[src/design/assert_macros.svh]
// Assertion macros shared by the token bucket shaper modules.
`ifndef ASSERT_MACROS_SVH
`define ASSERT_MACROS_SVH
`ifndef SYNTHESIS
`define TBS_ASSERT(name, prop, msg) \
    name: assert property (@(posedge clk) disable iff (!rst_n) (prop)) else $error(msg);
`define TBS_ASSERT_ALWAYS(name, prop, msg) \
    name: assert property (@(posedge clk) (prop)) else $error(msg);
`else
`define TBS_ASSERT(name, prop, msg)
`define TBS_ASSERT_ALWAYS(name, prop, msg)
`endif
`endif

[src/design/tbs_pkg.sv]
// Types and event codes shared by the token bucket shaper modules.
`timescale 1ns / 1ps

package tbs_pkg;

    localparam int ID_W    = 16;
    localparam int TOKEN_W = 10;
    localparam int EVENT_W = 3;

    localparam logic KIND_PACKET = 1'b0;
    localparam logic KIND_TOKEN  = 1'b1;

    localparam logic [EVENT_W-1:0] EV_TOO_BIG  = 3'd0;
    localparam logic [EVENT_W-1:0] EV_FULL     = 3'd1;
    localparam logic [EVENT_W-1:0] EV_QUEUED   = 3'd2;
    localparam logic [EVENT_W-1:0] EV_RELEASED = 3'd3;
    localparam logic [EVENT_W-1:0] EV_TOK_ADD  = 3'd4;
    localparam logic [EVENT_W-1:0] EV_TOK_DROP = 3'd5;

    typedef struct packed {
        logic               kind;
        logic [ID_W-1:0]    packet_id;
        logic [TOKEN_W-1:0] tokens_needed;
    } req_item_t;

    typedef struct packed {
        logic [EVENT_W-1:0] event_res;
        logic [ID_W-1:0]    event_packet_id;
        logic [TOKEN_W-1:0] bucket_level;
        logic               last;
    } evt_item_t;

    typedef struct packed {
        logic [ID_W-1:0]    packet_id;
        logic [TOKEN_W-1:0] need;
    } entry_t;

    typedef struct packed {
        logic load_new;
        logic shift;
    } cell_ctrl_t;

    typedef struct packed {
        logic push;
        logic pop;
    } queue_ctrl_t;

    typedef struct packed {
        logic empty;
        logic full;
    } queue_status_t;

endpackage

[src/design/tbs_cell.sv]
// One queue cell: holds one waiting packet and takes its neighbor's entry on a pop.
`timescale 1ns / 1ps

module tbs_cell
    import tbs_pkg::*;
(
    input  logic       clk,
    input  cell_ctrl_t ctrl,
    input  entry_t     new_entry,
    input  entry_t     neighbor_entry,
    output entry_t     entry
);

    entry_t entry_reg;
    entry_t entry_next;

    always_comb
    begin
        entry_next = entry_reg;
        if (ctrl.load_new)
        begin
            entry_next = new_entry;
        end
        else if (ctrl.shift)
        begin
            entry_next = neighbor_entry;
        end
    end

    always_ff @(posedge clk)
    begin
        entry_reg <= entry_next;
    end

    assign entry = entry_reg;

endmodule

[src/design/tbs_queue.sv]
// Wait queue built as a chain of cells with the head in cell zero and a fill counter.
`timescale 1ns / 1ps
`include "assert_macros.svh"

module tbs_queue
    import tbs_pkg::*;
#(
    parameter int QUEUE_DEPTH = 64
)
(
    input  logic          clk,
    input  logic          rst_n,
    input  queue_ctrl_t   ctrl,
    input  entry_t        push_entry,
    output entry_t        head_entry,
    output queue_status_t status
);

    localparam int FILL_W = $clog2(QUEUE_DEPTH + 1);

    logic [FILL_W-1:0] fill_reg;
    logic [FILL_W-1:0] fill_next;
    entry_t            cell_entry [QUEUE_DEPTH];

    genvar i;
    generate
        for (i = 0; i < QUEUE_DEPTH; i++)
        begin : g_cell
            cell_ctrl_t cctrl;
            entry_t     neighbor;

            assign cctrl.load_new = ctrl.push && (fill_reg == FILL_W'(i));
            assign cctrl.shift    = ctrl.pop;

            if (i == QUEUE_DEPTH - 1)
            begin : g_end
                assign neighbor = cell_entry[i];
            end
            else
            begin : g_mid
                assign neighbor = cell_entry[i + 1];
            end

            tbs_cell u_cell (
                .clk            (clk),
                .ctrl           (cctrl),
                .new_entry      (push_entry),
                .neighbor_entry (neighbor),
                .entry          (cell_entry[i])
            );
        end
    endgenerate

    always_comb
    begin
        fill_next = fill_reg;
        if (ctrl.push)
        begin
            fill_next = fill_reg + FILL_W'(1);
        end
        else if (ctrl.pop)
        begin
            fill_next = fill_reg - FILL_W'(1);
        end
    end

    always_ff @(posedge clk or negedge rst_n)
    begin
        if (!rst_n)
        begin
            fill_reg <= '0;
        end
        else
        begin
            fill_reg <= fill_next;
        end
    end

    assign head_entry   = cell_entry[0];
    assign status.empty = (fill_reg == '0);
    assign status.full  = (fill_reg == FILL_W'(QUEUE_DEPTH));

    `TBS_ASSERT(a_fill_bound, fill_reg <= FILL_W'(QUEUE_DEPTH), "queue fill beyond depth")
    `TBS_ASSERT(a_push_not_full, ctrl.push |-> !status.full, "push into a full queue")
    `TBS_ASSERT(a_pop_not_empty, ctrl.pop |-> !status.empty, "pop from an empty queue")

endmodule

[src/design/token_bucket_packet_shaper.sv]
// Top level of the token bucket packet shaper.
// An item's first result is offered in the cycle after the item is accepted.
// An item holds the block until its one or two results are taken; the two-entry output
// register drains one result per cycle when evt_stall is low and gates acceptance.
// Reset clears the token count, the queue fill count and the output valid flags, and sets the
// bucket depth to 10; queue cells are not cleared.
`timescale 1ns / 1ps
`include "assert_macros.svh"

module token_bucket_packet_shaper
    import tbs_pkg::*;
#(
    parameter int QUEUE_DEPTH = 64
)
(
    input  logic               clk,
    input  logic               rst_n,
    input  logic               req_valid,
    output logic               req_stall,
    input  req_item_t          req_data,
    output logic               evt_valid,
    input  logic               evt_stall,
    output evt_item_t          evt_data,
    input  logic               cfg_wr_en,
    input  logic [TOKEN_W-1:0] cfg_wr_data
);

    logic [TOKEN_W-1:0] depth_reg;
    logic [TOKEN_W-1:0] tokens_reg;
    logic [TOKEN_W-1:0] tokens_next;
    logic               valid_reg;
    logic               two_reg;
    evt_item_t          res0_reg;
    evt_item_t          res1_reg;

    evt_item_t          res0;
    evt_item_t          res1;
    logic               two;
    logic               accept;
    logic               taken;
    logic [TOKEN_W-1:0] tok_inc;
    logic [EVENT_W-1:0] tok_ev;
    queue_ctrl_t        qctrl;
    queue_status_t      qstat;
    entry_t             head;
    entry_t             push_entry;

    tbs_queue #(
        .QUEUE_DEPTH (QUEUE_DEPTH)
    ) u_queue (
        .clk        (clk),
        .rst_n      (rst_n),
        .ctrl       (qctrl),
        .push_entry (push_entry),
        .head_entry (head),
        .status     (qstat)
    );

    assign taken     = valid_reg && !evt_stall;
    assign req_stall = valid_reg && !(taken && !two_reg);
    assign accept    = req_valid && !req_stall;

    assign push_entry.packet_id = req_data.packet_id;
    assign push_entry.need      = req_data.tokens_needed;

    always_comb
    begin
        tok_inc     = tokens_reg;
        tok_ev      = EV_TOK_DROP;
        res0        = '0;
        res1        = '0;
        two         = 1'b0;
        qctrl       = '0;
        tokens_next = tokens_reg;
        if (tokens_reg < depth_reg)
        begin
            tok_inc = tokens_reg + TOKEN_W'(1);
            tok_ev  = EV_TOK_ADD;
        end
        if (req_data.kind == KIND_PACKET)
        begin
            res0.event_packet_id = req_data.packet_id;
            res0.bucket_level    = tokens_reg;
            res0.last            = 1'b1;
            if (req_data.tokens_needed > depth_reg)
            begin
                res0.event_res = EV_TOO_BIG;
            end
            else if (qstat.full)
            begin
                res0.event_res = EV_FULL;
            end
            else if (qstat.empty && (tokens_reg >= req_data.tokens_needed))
            begin
                res0.event_res       = EV_QUEUED;
                res0.last            = 1'b0;
                tokens_next          = tokens_reg - req_data.tokens_needed;
                res1.event_res       = EV_RELEASED;
                res1.event_packet_id = req_data.packet_id;
                res1.bucket_level    = tokens_next;
                res1.last            = 1'b1;
                two                  = 1'b1;
            end
            else
            begin
                res0.event_res = EV_QUEUED;
                qctrl.push     = accept;
            end
        end
        else
        begin
            res0.event_res    = tok_ev;
            res0.bucket_level = tok_inc;
            res0.last         = 1'b1;
            tokens_next       = tok_inc;
            if (!qstat.empty && (tok_inc >= head.need))
            begin
                res0.last            = 1'b0;
                tokens_next          = tok_inc - head.need;
                res1.event_res       = EV_RELEASED;
                res1.event_packet_id = head.packet_id;
                res1.bucket_level    = tokens_next;
                res1.last            = 1'b1;
                two                  = 1'b1;
                qctrl.pop            = accept;
            end
        end
    end

    always_ff @(posedge clk or negedge rst_n)
    begin
        if (!rst_n)
        begin
            depth_reg  <= TOKEN_W'(10);
            tokens_reg <= '0;
            valid_reg  <= 1'b0;
            two_reg    <= 1'b0;
        end
        else
        begin
            if (cfg_wr_en)
            begin
                depth_reg <= cfg_wr_data;
            end
            if (accept)
            begin
                tokens_reg <= tokens_next;
                valid_reg  <= 1'b1;
                two_reg    <= two;
            end
            else if (taken)
            begin
                if (two_reg)
                begin
                    two_reg <= 1'b0;
                end
                else
                begin
                    valid_reg <= 1'b0;
                end
            end
        end
    end

    always_ff @(posedge clk)
    begin
        if (accept)
        begin
            res0_reg <= res0;
            res1_reg <= res1;
        end
        else if (taken && two_reg)
        begin
            res0_reg <= res1_reg;
        end
    end

    assign evt_valid = valid_reg;
    assign evt_data  = res0_reg;

    `TBS_ASSERT(a_accept_offers, accept |=> evt_valid, "accepted item gives no result")
    `TBS_ASSERT(a_second_follows, (taken && two_reg) |=> (evt_valid && evt_data.last),
        "second result of an item lost")
    `TBS_ASSERT(a_last_matches, evt_valid |-> (evt_data.last == !two_reg),
        "last flag disagrees with pending results")

endmodule

[config.mk]
export PLATFORM = sky130hd
export DESIGN_NAME = token_bucket_packet_shaper
export DESIGN_NICKNAME = d
export VERILOG_FILES = /design/src/design/tbs_pkg.sv /design/src/design/tbs_cell.sv /design/src/design/tbs_queue.sv /design/src/design/token_bucket_packet_shaper.sv
export VERILOG_INCLUDE_DIRS = /design/src /design/src/design
export SDC_FILE = /design/constraint.sdc
export NUM_CORES = 2
export LEC_CHECK = 0
export ABC_AREA = 1
export ABC_CLOCK_PERIOD_IN_PS = 5600
export BUFFER_PORTS_ARGS = -buffer_cell sky130_fd_sc_hd__buf_2
export CAP_MARGIN = 5
export CORE_UTILIZATION = 60
export CTS_BUF_LIST = sky130_fd_sc_hd__clkbuf_8
export CTS_CLUSTER_DIAMETER = 50
export DETAILED_ROUTE_END_ITERATION = 10
export PLACE_DENSITY = 0.76
export SLEW_MARGIN = 25
export SYNTH_ARGS = -nofsm -noshare
export SYNTH_HDL_FRONTEND = slang
export SYNTH_SLANG_ARGS = --single-unit
[constraint.sdc]
create_clock -name clk -period 5.6 [get_ports clk]
set_input_delay 0.28 -clock clk [delete_from_list [all_inputs] [get_ports clk]]
set_output_delay 0.28 -clock clk [all_outputs]
set_load 0.02 [all_outputs]
==> run metrics <==
CP peak stage delay slightly below 0.5 ns; Area growth syn-to-layout 9.10%; number of synthesized flops with an enable pin around 1,700; Yosys warning count 0; register area share after synthesis 65.0%; Comb power frac about 19%; Synth Flop Type edfxtp_1; first-pass GRT wire length 328,000 um; H-tree depth 5; Tot GR Track Use 31.3%; Critical Path Source Type flop; FFs w/ async S/R, synth ~1.7%; vias in the first global route around 58,000; CP arrival about 5.8 ns; max_cap viols 0; CTS Buffer Depth 4; WP buf/inv 3; cts bufs inserted 295; post-route minimum period 5.09 ns; FF+latch count, synth 1,750; Seq pwr share between 50% and 60%; DR DRC count 0; post-synth top area share 64.1%; Setup Viol. Count Final 0; PortBufs 73; initial DRC count 8,259; switch share 30.6%; Pint between 0.02 and 0.025 W; syn avg cell area approximately 10 um2; FP Rows 134; max reg flops between 1,500 and 2,000; Top delay family on crit path simple AND/OR/NAND/NOR gates; CTS tree done; CP Class flop to flop; Die W around 370 um; vias per cell 5.98; Max FO, Critical Path 77; largest net degree at the start of global routing 117; Post-Syn Instances just over 8,000; num ports 74; initial antenna violation count 6; Setup crit end kind flop; slowest CP cell nand3_1; Post-DP HPWL ~130,000 um; Post-CTS Setup Repair Bufs 0; switching power total between 0.01 and 0.015 W; static leakage 37.2 nW; CTS sink count between 1,500 and 2,000; worst skew pair latency 1.02 ns; Clk pwr share between 20% and 30%; Max VDD drop 0.000270 V; clock skew 0.0569 ns; RSZ-0062 raised after global routing false; Tcrit/Tclk final approximately 90%; Worst Max-Slew Pin Slew 1.12 ns; Post-Syn Area 0.0806 mm2; Die ar. 0.136 mm2; Synth area leader edfxtp_1; synth unique cells 38; DR WL/cell approximately 21 um; Nets 8,369; layout cell share with drive strength beyond 1 8.65%; ANT nets after route 0; Final Max Tran Viols 0; status finished, final reports clean; starting density of the core 60.4%; GRT overflow 0; pre-CTS setup slack 0.669 ns; pwr/cell area 398 mW/mm2; Sum Neg Setup Slack 0 ns; Hold Path Class input port to flop; Final Hold Viols 0; Final WS setup around 0.51 ns; syn nets 8,368; floorplan die height 369 um; CTS root buf clkbuf_8; drt first pass iters 7; hold slack 0.106 ns; Slew Limit Headroom 25.5%; clk slew on worst S/H paths 0.06 ns; Crit path top cell by count nand2_1; core area 0.133 mm2; Synth area leaders edfxtp_1 (64%), nand2_1 (17%), nand3_1 (11%); Max Fclk 0.197 GHz; gp weighted congestion 0.967; vias 61,231; Critical Path RT approximately 6.3 ns; drt total wl 215,000 um; cells along the critical path ha_1 > nand2_1 > nor2_1 > nand3_1 > nand3_1 > nand2_1 > nand2_1 > inv_1 > ha_1 > a21oi_1 > nand2_1 > nand2_1 > nand4_1 > nand4_1 > buf_12 > nand2_1 > buf_12
==> synth_stat cells, types with 3 or more instances <==
cell      instances
nand4_1          13
ha_1             45
buf_6            21
o21ai_0          81
inv_2            10
buf_1            57
edfxtp_1       1721
nor2_2           30
buf_4            23
clkbuf_1        284
buf_2           271
nand2_4          21
nor2_1          102
xor2_1           12
nand3_1        1697
xnor2_1           3
nor2_4            3
a21oi_1          36
nor3_1            4
dfrtp_1          27
inv_1           118
nand2_1        3679
==> metrics by stage <==
step	instance area [um2]	total power, W	utilization (%)	instances
3_5_place_dp	82200	0.0247	61.6	9687
5_1_grt	88000	0.0364	65.9	10233
4_1_cts	87900	0.0350	65.9	10231
6_report	88000	0.0350	65.9	10234
3_3_place_gp	82100	0.0246	61.6	9686
2_1_floorplan	80600	0.0224	-	8279
==> worst paths after layout <==
path                                                           from                                   to  slack (ns)  depth (start not counted)
min in group asynchronous                                     rst_n                         depth_reg[3]        0.44                          3
worst max-delay path                                  tokens_reg[9]  u_queue.g_cell[36].u_cell.entry[24]        0.51                         17
worst min register to register  u_queue.g_cell[43].u_cell.entry[15]  u_queue.g_cell[42].u_cell.entry[15]        0.49                          2
worst max register to register                        tokens_reg[9]  u_queue.g_cell[36].u_cell.entry[24]        0.51                         17
worst min-delay path                                   req_data[17]  u_queue.g_cell[63].u_cell.entry[17]        0.11                          1
max in group asynchronous                                     rst_n                        tokens_reg[2]        4.95                          4
==> layout make-up <==
class,instances,area [um2]
sequential,1750,52400
fill,10061,45500
multi-input combinational,5742,24800
clock buffer,303,4170
timing repair buffer,362,2990
tap,1768,2210
clock inverter,177,907
inverter,129,492
antenna,3,7.51
==> layout by cell type (no fill, tap or decap), types with 12 or more instances in the layout <==
cell type and n:
buf_12 16, nand4_1 13, edfxtp_1 1721, nor2_2 33
dlygate4sd3_1 63, buf_2 47, ha_1 45, clkinv_1 62
nor2_1 83, clkinv_2 22, xor2_1 12, nand3_1 1697
inv_1 197, o21ai_0 81, nand2_1 3679, nand2_4 21
clkbuf_8 303, nor2_4 19, dfrtp_1 27, buf_4 233
a21oi_1 36
==> power by group through the flow <==
stage | clock [W] | combinational (W) | sequential, W
after floorplan | 0 | 0.00436 | 0.0180
after global placement | 0 | 0.00638 | 0.0182
after detailed placement | 0 | 0.00653 | 0.0182
after CTS | 0.0104 | 0.00660 | 0.0180
after global routing | 0.0109 | 0.00739 | 0.0181
final | 0.0103 | 0.00676 | 0.0180
==> layer usage <==
metal  vias up  share of wire [%]  track usage [%]  wire (um)
met2      3643                 47             50.0     102000
met5         -             0.0061                0         13
li1      27959                  -                -          -
met1     28937                 38             42.0      82300
met3       690                 10             5.89      21900
met4         2                4.1             13.8       8760
==> cell families after synthesis <==
logic type / Yosys count / synth area share [%]
DFF: 1750 / 65.0
muxes: 1 / 0.0140
buffers and inverters: 787 / 4.42
adders and majority gates: 47 / 0.748
and+or+nand+nor: 5555 / 28.9
AOI/OAI and AO/OA: 124 / 0.788
xor gates and xnor gates: 15 / 0.163
==> what timing repair did <==
item / in CTS / in global routing
resized for setup: 0 / 0
hold endpoints to repair: 490 / 0
hold buffers: 64 / 0
setup endpoints to repair: 0 / 0
(Power assumes the default switching activity.)
